**config.mk**
```make
export PLATFORM = sky130hd
export DESIGN_NAME = two_wire_master_sequencer_flat
export DESIGN_NICKNAME = d
export VERILOG_FILES = /design/src/tws_pkg.sv /design/src/tws_if.sv /design/src/two_wire_master_sequencer.sv /design/src/flat_wrapper.sv
export SDC_FILE = /design/constraint.sdc
export NUM_CORES = 1
export LEC_CHECK = 0
export BUFFER_PORTS_ARGS = -buffer_cell sky130_fd_sc_hd__buf_2
export CAP_MARGIN = 30
export CORE_MARGIN = 5
export CORE_UTILIZATION = 60
export CTS_BUF_LIST = sky130_fd_sc_hd__clkbuf_8
export CTS_CLUSTER_SIZE = 8
export DETAILED_ROUTE_END_ITERATION = 12
export PLACE_DENSITY = 0.88
export SLEW_MARGIN = 0
export SYNTH_ARGS = -nofsm -noshare
export SYNTH_HDL_FRONTEND = slang
export SYNTH_SLANG_ARGS = --single-unit
```
**constraint.sdc**
```tcl
create_clock -name clock -period 8.9 [get_ports clock]
set_clock_uncertainty 0.15 [all_clocks]
set_input_delay 1.335 -clock clock [delete_from_list [all_inputs] [get_ports clock]]
set_output_delay 1.335 -clock clock [all_outputs]
set_load 0.02 [all_outputs]
```
**src/tws_pkg.sv**
```systemverilog
`timescale 1ns / 1ps
// Shared types and constants of the two-wire bus master sequencer.
// No dependencies; compiled first.
package tws_pkg;

   localparam int OP_W     = 4;
   localparam int BYTE_W   = 8;
   localparam int TICK_W   = 16;
   localparam int CSR_IDX_W = 1;
   localparam int CSR_DAT_W = 16;

   // Register indexes of the configuration port
   localparam logic [CSR_IDX_W-1:0] CSR_TICKS_PER_UNIT = 1'd0;
   localparam logic [CSR_IDX_W-1:0] CSR_ACK_TIMEOUT    = 1'd1;

   localparam logic [TICK_W-1:0] TICKS_PER_UNIT_RST = 16'd64;
   localparam logic [BYTE_W-1:0] ACK_TIMEOUT_RST    = 8'd250;

   // Command codes
   typedef enum logic [OP_W-1:0] {
      OP_TICK  = 4'd0,
      OP_START = 4'd1,
      OP_STOP  = 4'd2,
      OP_SEND  = 4'd3,
      OP_READ  = 4'd4,
      OP_ACK   = 4'd5,
      OP_NACK  = 4'd6,
      OP_WACK  = 4'd7,
      OP_FRAME = 4'd8
   } op_type;

   // Sequencer phases
   typedef enum logic [4:0] {
      PH_IDLE = 5'd0,
      PH_ST_A = 5'd1,
      PH_ST_B = 5'd2,
      PH_ST_C = 5'd3,
      PH_SP_A = 5'd4,
      PH_SP_B = 5'd5,
      PH_TX_A = 5'd6,
      PH_TX_B = 5'd7,
      PH_TX_C = 5'd8,
      PH_RX_A = 5'd9,
      PH_RX_B = 5'd10,
      PH_AK_A = 5'd11,
      PH_AK_B = 5'd12,
      PH_AK_C = 5'd13,
      PH_WA_A = 5'd14,
      PH_WA_B = 5'd15,
      PH_POLL = 5'd16
   } phase_type;

   // Frame progress: start, address byte, its ack, data byte, its ack, stop
   typedef enum logic [2:0] {
      FR_NONE  = 3'd0,
      FR_START = 3'd1,
      FR_ADDR  = 3'd2,
      FR_AACK  = 3'd3,
      FR_DATA  = 3'd4,
      FR_DACK  = 3'd5,
      FR_STOP  = 3'd6
   } frame_type;

   // Whole sequencer state
   typedef struct packed {
      phase_type         phase;
      logic [TICK_W-1:0] unit_cnt;
      logic [2:0]        wait_units;
      logic [3:0]        bit_cnt;
      logic [BYTE_W-1:0] shift_byte;
      logic [BYTE_W-1:0] second_byte;
      logic [BYTE_W-1:0] poll_cnt;
      logic              scl_lvl;
      logic              sda_lvl;
      logic [BYTE_W-1:0] read_reg;
      logic              fail;
      logic              ack_choice;
      frame_type         frame;
   } st_type;

   // Delay units of each timed phase
   function automatic logic [2:0] step_units(phase_type p);
      logic [2:0] u;
      case (p)
         PH_ST_A, PH_ST_B, PH_SP_A, PH_SP_B: u = 3'd4;
         PH_TX_A, PH_TX_B, PH_TX_C, PH_RX_A,
         PH_AK_A, PH_AK_B:                   u = 3'd2;
         PH_RX_B, PH_WA_A, PH_WA_B:          u = 3'd1;
         default:                            u = 3'd0;
      endcase
      return u;
   endfunction

endpackage

```
**src/tws_if.sv**
```systemverilog
`timescale 1ns / 1ps
// Handshake channels of the sequencer: command, result and register write.
// Depends on tws_pkg.
interface tws_req_if;
   import tws_pkg::*;
   logic              valid;
   logic              ready;
   logic [OP_W-1:0]   operation;
   logic [BYTE_W-1:0] data_byte;
   logic [BYTE_W-1:0] address_byte;
   logic              ack_after_read;
   logic              sda_in;
   modport source (output valid, operation, data_byte, address_byte, ack_after_read,
                   sda_in, input ready);
   modport sink   (input valid, operation, data_byte, address_byte, ack_after_read,
                   sda_in, output ready);
endinterface

interface tws_rsp_if;
   import tws_pkg::*;
   logic              valid;
   logic              ready;
   logic              scl;
   logic              sda_out;
   logic              busy_res;
   logic              done_res;
   logic [BYTE_W-1:0] read_data;
   logic              ack_failed;
   modport source (output valid, scl, sda_out, busy_res, done_res, read_data, ack_failed,
                   input ready);
   modport sink   (input valid, scl, sda_out, busy_res, done_res, read_data, ack_failed,
                   output ready);
endinterface

interface tws_csr_if;
   import tws_pkg::*;
   logic                 valid;
   logic                 ready;
   logic [CSR_IDX_W-1:0] index;
   logic [CSR_DAT_W-1:0] data;
   modport source (output valid, index, data, input ready);
   modport sink   (input valid, index, data, output ready);
endinterface

```
**src/two_wire_master_sequencer.sv**
```systemverilog
`timescale 1ns / 1ps
// Two-wire bus master sequencer: next-state logic, state and result registers.
// Depends on tws_pkg and the channels in tws_if.
//
// Each command word is one bus tick and yields one result word with the SCL
// and SDA levels, busy, done, the last read byte and the ack-failure flag.
// A word is taken every clock cycle: the whole sequencer step is one pass of
// logic from the state registers into the state and result registers, and
// the next word is accepted while a result still waits, as long as the result
// register is empty or is being drained in that cycle. Commands are only
// acted on while idle. Delays count in units of ticks_per_unit words; a
// wait-ack fails after more than ack_timeout polls with SDA high. Register
// writes are always accepted and should be made while the block is idle.
module two_wire_master_sequencer (
   input  logic      clock,
   input  logic      reset,
   tws_req_if.sink   req_ch,
   tws_rsp_if.source rsp_ch,
   tws_csr_if.sink   csr_ch
);
   import tws_pkg::*;

   st_type            st_ff, st_in;
   logic [TICK_W-1:0] ticks_per_unit_ff;
   logic [BYTE_W-1:0] ack_timeout_ff;
   logic              rsp_valid_ff;
   logic              done_in, done_ff;
   logic              take;

   // Enter a phase: set its line levels and restart the delay count
   function automatic st_type enter_f(st_type s, phase_type p, logic smp);
      st_type r;
      r = s;
      r.phase = p;
      r.unit_cnt = '0;
      r.wait_units = '0;
      case (p)
         PH_ST_A: begin r.scl_lvl = 1'b1; r.sda_lvl = 1'b1; end
         PH_ST_B: r.sda_lvl = 1'b0;
         PH_ST_C: r.scl_lvl = 1'b0;
         PH_SP_A: begin r.scl_lvl = 1'b0; r.sda_lvl = 1'b0; end
         PH_SP_B: begin r.scl_lvl = 1'b1; r.sda_lvl = 1'b1; end
         PH_TX_A: begin
            r.scl_lvl = 1'b0;
            r.sda_lvl = s.shift_byte[BYTE_W-1];
            r.shift_byte = {s.shift_byte[BYTE_W-2:0], 1'b0};
            r.bit_cnt = s.bit_cnt + 4'd1;
         end
         PH_TX_B: r.scl_lvl = 1'b1;
         PH_TX_C: r.scl_lvl = 1'b0;
         PH_RX_A: begin r.scl_lvl = 1'b0; r.sda_lvl = 1'b1; end
         PH_RX_B: begin
            r.scl_lvl = 1'b1;
            r.shift_byte = {s.shift_byte[BYTE_W-2:0], smp};
            r.bit_cnt = s.bit_cnt + 4'd1;
         end
         PH_AK_A: begin r.scl_lvl = 1'b0; r.sda_lvl = ~s.ack_choice; end
         PH_AK_B: r.scl_lvl = 1'b1;
         PH_AK_C: r.scl_lvl = 1'b0;
         PH_WA_A: r.sda_lvl = 1'b1;
         PH_WA_B: r.scl_lvl = 1'b1;
         PH_POLL: r.poll_cnt = '0;
         default: r.phase = PH_IDLE;
      endcase
      return r;
   endfunction

   // End of a segment: move on through a frame, or finish
   function automatic st_type seg_done_f(st_type s, output logic done);
      st_type r;
      r = s;
      done = 1'b0;
      case (s.frame)
         FR_START: begin
            r.frame = FR_ADDR; r.bit_cnt = '0; r = enter_f(r, PH_TX_A, 1'b0);
         end
         FR_ADDR: begin r.frame = FR_AACK; r = enter_f(r, PH_AK_A, 1'b0); end
         FR_AACK: begin
            r.frame = FR_DATA; r.shift_byte = s.second_byte; r.bit_cnt = '0;
            r = enter_f(r, PH_TX_A, 1'b0);
         end
         FR_DATA: begin r.frame = FR_DACK; r = enter_f(r, PH_AK_A, 1'b0); end
         FR_DACK: begin r.frame = FR_STOP; r = enter_f(r, PH_SP_A, 1'b0); end
         default: begin
            r.frame = FR_NONE; r.phase = PH_IDLE;
            r.unit_cnt = '0; r.wait_units = '0;
            done = 1'b1;
         end
      endcase
      return r;
   endfunction

   // A timed phase ran out
   function automatic st_type phase_end_f(st_type s, logic smp, output logic done);
      st_type r;
      r = s;
      done = 1'b0;
      case (s.phase)
         PH_ST_A: r = enter_f(s, PH_ST_B, 1'b0);
         PH_ST_B: r = enter_f(s, PH_ST_C, 1'b0);
         PH_SP_A: r = enter_f(s, PH_SP_B, 1'b0);
         PH_TX_A: r = enter_f(s, PH_TX_B, 1'b0);
         PH_TX_B: r = enter_f(s, PH_TX_C, 1'b0);
         PH_TX_C: begin
            if (s.bit_cnt < 4'd8) begin
               r = enter_f(s, PH_TX_A, 1'b0);
            end else begin
               r = seg_done_f(s, done);
            end
         end
         PH_RX_A: r = enter_f(s, PH_RX_B, smp);
         PH_RX_B: begin
            if (s.bit_cnt < 4'd8) begin
               r = enter_f(s, PH_RX_A, 1'b0);
            end else begin
               r.read_reg = s.shift_byte;
               r = enter_f(r, PH_AK_A, 1'b0);
            end
         end
         PH_AK_A: r = enter_f(s, PH_AK_B, 1'b0);
         PH_AK_B: r = enter_f(s, PH_AK_C, 1'b0);
         PH_WA_A: r = enter_f(s, PH_WA_B, 1'b0);
         PH_WA_B: r = enter_f(s, PH_POLL, 1'b0);
         default: r = seg_done_f(s, done);
      endcase
      return r;
   endfunction

   // Handshakes: a word is taken when the result register is free or draining
   assign req_ch.ready = !rsp_valid_ff || rsp_ch.ready;
   assign take         = req_ch.valid && req_ch.ready;
   assign csr_ch.ready = 1'b1;

   // One sequencer step
   always_comb begin
      st_type            s;
      logic [TICK_W-1:0] cnt;
      logic [2:0]        units;
      logic [BYTE_W:0]   polls;
      logic              ended;
      s       = st_ff;
      done_in = 1'b0;
      cnt     = st_ff.unit_cnt + 16'd1;
      units   = st_ff.wait_units + 3'd1;
      polls   = {1'b0, st_ff.poll_cnt} + 9'd1;
      ended   = 1'b0;
      case (st_ff.phase)
         PH_IDLE: begin
            s.frame = FR_NONE;
            case (req_ch.operation)
               OP_START: s = enter_f(s, PH_ST_A, 1'b0);
               OP_STOP:  s = enter_f(s, PH_SP_A, 1'b0);
               OP_SEND: begin
                  s.shift_byte = req_ch.data_byte; s.bit_cnt = '0;
                  s = enter_f(s, PH_TX_A, 1'b0);
               end
               OP_READ: begin
                  s.ack_choice = req_ch.ack_after_read; s.shift_byte = '0;
                  s.bit_cnt = '0;
                  s = enter_f(s, PH_RX_A, 1'b0);
               end
               OP_ACK:  begin s.ack_choice = 1'b1; s = enter_f(s, PH_AK_A, 1'b0); end
               OP_NACK: begin s.ack_choice = 1'b0; s = enter_f(s, PH_AK_A, 1'b0); end
               OP_WACK: begin s.fail = 1'b0; s = enter_f(s, PH_WA_A, 1'b0); end
               OP_FRAME: begin
                  s.shift_byte = req_ch.address_byte; s.second_byte = req_ch.data_byte;
                  s.ack_choice = 1'b1; s.frame = FR_START;
                  s = enter_f(s, PH_ST_A, 1'b0);
               end
               default: ;
            endcase
         end
         PH_POLL: begin
            if (!req_ch.sda_in) begin
               s.scl_lvl = 1'b0;
               s = seg_done_f(s, done_in);
            end else if (polls > {1'b0, ack_timeout_ff}) begin
               s.fail = 1'b1; s.frame = FR_NONE;
               s = enter_f(s, PH_SP_A, 1'b0);
            end else begin
               s.poll_cnt = polls[BYTE_W-1:0];
            end
         end
         default: begin
            if (step_units(st_ff.phase) == 3'd0) begin
               ended = 1'b1;
            end else begin
               s.unit_cnt = cnt;
               if (cnt >= ticks_per_unit_ff) begin
                  s.unit_cnt = '0;
                  s.wait_units = units;
                  ended = (units >= step_units(st_ff.phase));
               end
            end
            if (ended) begin
               s = phase_end_f(s, req_ch.sda_in, done_in);
            end
         end
      endcase
      st_in = s;
   end

   // State, configuration and result registers
   always_ff @(posedge clock) begin
      if (reset) begin
         st_ff             <= '{phase: PH_IDLE, frame: FR_NONE, scl_lvl: 1'b1,
                                sda_lvl: 1'b1, default: '0};
         ticks_per_unit_ff <= TICKS_PER_UNIT_RST;
         ack_timeout_ff    <= ACK_TIMEOUT_RST;
         rsp_valid_ff      <= 1'b0;
      end else begin
         if (take) begin
            st_ff <= st_in;
         end
         if (csr_ch.valid) begin
            case (csr_ch.index)
               CSR_TICKS_PER_UNIT: ticks_per_unit_ff <= csr_ch.data[TICK_W-1:0];
               CSR_ACK_TIMEOUT:    ack_timeout_ff    <= csr_ch.data[BYTE_W-1:0];
               default: ;
            endcase
         end
         if (take) begin
            rsp_valid_ff <= 1'b1;
         end else if (rsp_ch.ready) begin
            rsp_valid_ff <= 1'b0;
         end
      end
   end

   // Done pulse belongs to the result word
   always_ff @(posedge clock) begin
      if (take) begin
         done_ff <= done_in;
      end
   end

   assign rsp_ch.valid      = rsp_valid_ff;
   assign rsp_ch.scl        = st_ff.scl_lvl;
   assign rsp_ch.sda_out    = st_ff.sda_lvl;
   assign rsp_ch.busy_res   = (st_ff.phase != PH_IDLE);
   assign rsp_ch.done_res   = done_ff;
   assign rsp_ch.read_data  = st_ff.read_reg;
   assign rsp_ch.ack_failed = st_ff.fail;

endmodule

```
**src/flat_wrapper.sv**
```systemverilog
// flat-port wrapper written by rule: the top's interface ports become plain ports
module two_wire_master_sequencer_flat import tws_pkg::*;
  (clock, reset, req_ch_valid, req_ch_operation, req_ch_data_byte, req_ch_address_byte, req_ch_ack_after_read, req_ch_sda_in, req_ch_ready, rsp_ch_valid, rsp_ch_scl, rsp_ch_sda_out, rsp_ch_busy_res, rsp_ch_done_res, rsp_ch_read_data, rsp_ch_ack_failed, rsp_ch_ready, csr_ch_valid, csr_ch_index, csr_ch_data, csr_ch_ready);
  tws_req_if req_ch_i ();
  tws_rsp_if rsp_ch_i ();
  tws_csr_if csr_ch_i ();
  input  logic clock;
  input  logic reset;
  input wire logic [$bits(req_ch_i.valid)-1:0] req_ch_valid;
  input wire logic [$bits(req_ch_i.operation)-1:0] req_ch_operation;
  input wire logic [$bits(req_ch_i.data_byte)-1:0] req_ch_data_byte;
  input wire logic [$bits(req_ch_i.address_byte)-1:0] req_ch_address_byte;
  input wire logic [$bits(req_ch_i.ack_after_read)-1:0] req_ch_ack_after_read;
  input wire logic [$bits(req_ch_i.sda_in)-1:0] req_ch_sda_in;
  output wire logic [$bits(req_ch_i.ready)-1:0] req_ch_ready;
  output wire logic [$bits(rsp_ch_i.valid)-1:0] rsp_ch_valid;
  output wire logic [$bits(rsp_ch_i.scl)-1:0] rsp_ch_scl;
  output wire logic [$bits(rsp_ch_i.sda_out)-1:0] rsp_ch_sda_out;
  output wire logic [$bits(rsp_ch_i.busy_res)-1:0] rsp_ch_busy_res;
  output wire logic [$bits(rsp_ch_i.done_res)-1:0] rsp_ch_done_res;
  output wire logic [$bits(rsp_ch_i.read_data)-1:0] rsp_ch_read_data;
  output wire logic [$bits(rsp_ch_i.ack_failed)-1:0] rsp_ch_ack_failed;
  input wire logic [$bits(rsp_ch_i.ready)-1:0] rsp_ch_ready;
  input wire logic [$bits(csr_ch_i.valid)-1:0] csr_ch_valid;
  input wire logic [$bits(csr_ch_i.index)-1:0] csr_ch_index;
  input wire logic [$bits(csr_ch_i.data)-1:0] csr_ch_data;
  output wire logic [$bits(csr_ch_i.ready)-1:0] csr_ch_ready;
  assign req_ch_i.valid = req_ch_valid;
  assign req_ch_i.operation = req_ch_operation;
  assign req_ch_i.data_byte = req_ch_data_byte;
  assign req_ch_i.address_byte = req_ch_address_byte;
  assign req_ch_i.ack_after_read = req_ch_ack_after_read;
  assign req_ch_i.sda_in = req_ch_sda_in;
  assign req_ch_ready = req_ch_i.ready;
  assign rsp_ch_valid = rsp_ch_i.valid;
  assign rsp_ch_scl = rsp_ch_i.scl;
  assign rsp_ch_sda_out = rsp_ch_i.sda_out;
  assign rsp_ch_busy_res = rsp_ch_i.busy_res;
  assign rsp_ch_done_res = rsp_ch_i.done_res;
  assign rsp_ch_read_data = rsp_ch_i.read_data;
  assign rsp_ch_ack_failed = rsp_ch_i.ack_failed;
  assign rsp_ch_i.ready = rsp_ch_ready;
  assign csr_ch_i.valid = csr_ch_valid;
  assign csr_ch_i.index = csr_ch_index;
  assign csr_ch_i.data = csr_ch_data;
  assign csr_ch_ready = csr_ch_i.ready;
  two_wire_master_sequencer u_core (.clock(clock), .reset(reset), .req_ch(req_ch_i), .rsp_ch(rsp_ch_i), .csr_ch(csr_ch_i));
endmodule
```
==> run_results.csv <==
group,metric,value,unit
cells_and_area,nets,939,
route,drcViolationCount,0,
cells_and_area,design_area,0.00681,mm²
timing,fin_ws,3510,ps
synthesis,ys_seq_area_frac,0.304,
synthesis,synth_nets,926,
power_and_ir_drop,swShare,0.463,
synthesis,syn_inst,850,
timing,fmax,185,MHz
placed_design,port_buffers,58,
grt,grt_usage,0.257,
synthesis,synth_edf_count,1,
timing,rsz0062_at_grt,"false",
route,wl_per_cell,16.4,µm
power_and_ir_drop,p_per_area,253,mW/mm²
power_and_ir_drop,pwr-share-clk,0.197,
grt,use_met1,0.335,
critical_path,arrival,5520,ps
floorplanning,die_h,113,µm
clock_tree,post_cts_buffers,0,
floorplanning,fp.dieW,113,µm
floorplanning,core,0.0103,mm²
critical_path,critPathMaxFanout,12,
synthesis,synth.avg_cell_area,7.48,µm²
synthesis,synth_top_cell_by_area,"dfxtp_1",
route,via_count,6299,
cells_and_area,final_cell_mix,"nand2_1, dfxtp_1, a21oi_1",
timing,period_minus_slack,5390,ps
synthesis,synth_warnings,0,
timing,fin_setup_tns,0,ps
timing,relSlewSlack,0.492,
critical_path,rr_startpoint,"u_core.st_ff[46]",
clock_tree,insertion_delay,370,ps
synthesis,ys.flop_type,"dfxtp_1",
hold_path,hold_path_depth,2,
synthesis,syn_area,0.00636,mm²
critical_path,critPathRequiredTime,9030,ps
route,drt_iter0_drc,640,
cells_and_area,drive_gt1_frac,0.113,
hold_path,min_from,"u_core.st_ff[27]",
placed_design,dp_slack,3650,ps
synthesis,async_flop_share,0,
power_and_ir_drop,seqPwrFrac,0.308,
synthesis,synth-seq-cells,96,
hold_path,min_path_type,"reg -> reg",
clock_tree,htreeDepth,3,
critical_path,setup.worst_path.start_class,"flop",
grt,overflow,0,
grt,grt_pass1_wl,27500,µm
timing,hold_viol,0,
route,drtPass1Iterations,6,
clock_tree,clk_pin_slew,100,ps
grt,antenna_found_initial,1,
clock_tree,cts-root-buf,"clkbuf_8",
grt,grtUsageMet3,0.0492,
clock_tree,cts_buffers,9,
placed_design,dp_hpwl,11800,µm
synthesis,synth_top_area_frac,0.299,
run,maxCapViolCount,0,
hold_path,holdPathEnd,"u_core.st_ff[27]",
route,via_per_inst,6.27,
clock_tree,cts_tree,"done",
floorplanning,initial_core_util,0.616,
clock_tree,cts_resized,0,
floorplanning,die-area,0.0128,mm²
power_and_ir_drop,p_int,0.000925,W
timing,fin_crit_sh,0.606,
grt,grt_max_degree,67,
power_and_ir_drop,p_sw,0.000797,W
route,totalWireLength,16500,µm
route,ant_nets,0,
clock_tree,postCtsHoldBufs,0,
cells_and_area,area.growth.synth_to_final,7.14,%
critical_path,cp-end-kind,"flop",
floorplanning,ios,60,
placed_design,place_congestion,0.989,
critical_path,rrSetupSlack,3510,ps
critical_path,path_class,"reg -> reg",
power_and_ir_drop,p_leak,2.83,nW
grt,grt_pass1_vias,5751,
synthesis,yosys.cell_types.count,74,
timing,slew_viol_final,0,
cells_and_area,final_common_cell,"nand2_1",
timing,setup_viol,0,
synthesis,synthTopCellsByArea,"dfxtp_1, a21oi_1, nand2_1",
power_and_ir_drop,power_frac_comb,0.495,
critical_path,reg2regPathDepth,20,
floorplanning,rows,37,
grt,top_usage_layer,"met2",
clock_tree,cts.path.max_buffers,2,
power_and_ir_drop,ir_drop,212,µV
grt,use_met2,0.430,
placed_design,placed_cell_area,0.00657,mm²
clock_tree,cts.sink_count,96,
run_status,status,"finished clean",
timing,tightest_slew,761,ps
critical path, cell delays in order (launching register included):
cell	delay (ps)
dfxtp_1	410
ha_1	260
and3_1	240
and3_1	230
and3_1	220
and3_1	230
and3_1	260
nand3_1	110
xnor2_1	160
ha_1	330
nand4_1	160
nor3_1	330
a32oi_1	150
nand3_1	390
nand4_1	510
nor2_1	290
a21oi_1	70
or2_2	310
ha_1	280
nand2b_1	40
and3_1	170
registers in the layout, summed over array words and instances, names as in the netlist, named ones only:
signal / flops
u_core.ticks_per_unit_ff: 16
u_core.rsp_ch.ack_failed: 1
u_core.st_ff: 56
u_core.rsp_ch.scl: 1
u_core.ack_timeout_ff: 8
u_core.rsp_ch.sda_out: 1
u_core.rsp_ch.done_res: 1
u_core.rsp_ch.read_data: 8
u_core.rsp_ch.valid: 1
synth_stat cells, types with 10 or more instances:
master	n
buf_2	11
nand2b_1	14
a22oi_1	10
nand3_1	38
nor2_1	79
buf_4	11
mux2i_1	16
a21oi_1	86
nand2_1	113
o21ai_0	51
dfxtp_1	95
nand4_1	19
and3_1	19
nor3_1	12
xnor2_1	10
nor2b_1	13
inv_1	36
clkbuf_1	36
xor2_1	27
ha_1	32
area by class of cell:
class / instances / area (µm²)
diodes: 1 / 2.50
clock buffers: 11 / 151
clock inverters: 5 / 86.3
fillers: 917 / 3510
inverters: 37 / 139
multi-input cells: 656 / 4000
flip-flops and latches: 96 / 1930
well taps: 136 / 170
repair buffers: 63 / 328
power by group through the flow:
stage | clock network [W] | registers, W | logic, W
after floorplan | 0 | 0.000499 | 0.000668
after global placement | 0 | 0.000536 | 0.000812
after detailed placement | 0 | 0.000536 | 0.000822
after CTS | 0.000341 | 0.000526 | 0.000828
after global routing | 0.000360 | 0.000536 | 0.000925
final | 0.000339 | 0.000531 | 0.000852
stage by stage:
step	std cells	utilization	hold WS (ps)	power (W)
final	1005	0.660	304	0.00172
after global routing	1005	0.660	335	0.00182
after CTS	1003	0.659	306	0.00169
after detailed placement	987	0.636	294	0.00136
after global placement	986	0.635	288	0.00135
after floorplan	850	-	281	0.00117
kinds of logic (layout without fill, tap and decap cells):
logic type	count (synthesis)	after routing	share of synthesized area
compound gates	226	226	0.226
flops	96	96	0.304
simple gates	344	344	0.264
fa+ha+maj	32	32	0.0630
buf+inv	98	116	0.0665
xor+xnor	37	37	0.0510
mux	16	16	0.0252
other cells	1	2	0.000590
how the worst max path moves through the flow:
stage,startpoint,endpoint,slack [ps],cells past startpoint
after global routing,u_core.st_ff[46],flop,3130,20
after detailed placement,u_core.st_ff[46],flop,3650,20
after global placement,u_core.st_ff[46],flop,3880,19
final,u_core.st_ff[46],flop,3510,20
after floorplan,u_core.st_ff[46],flop,4400,22
after CTS,u_core.st_ff[46],flop,3550,20
per-layer routing:
metal,up-vias,wire length [µm]
li1,3053,-
met1,2840,6780
met2,355,7770
met3,51,1560
met4,0,413
met5,-,0
Note: power is estimated with default switching activity, not from simulation.
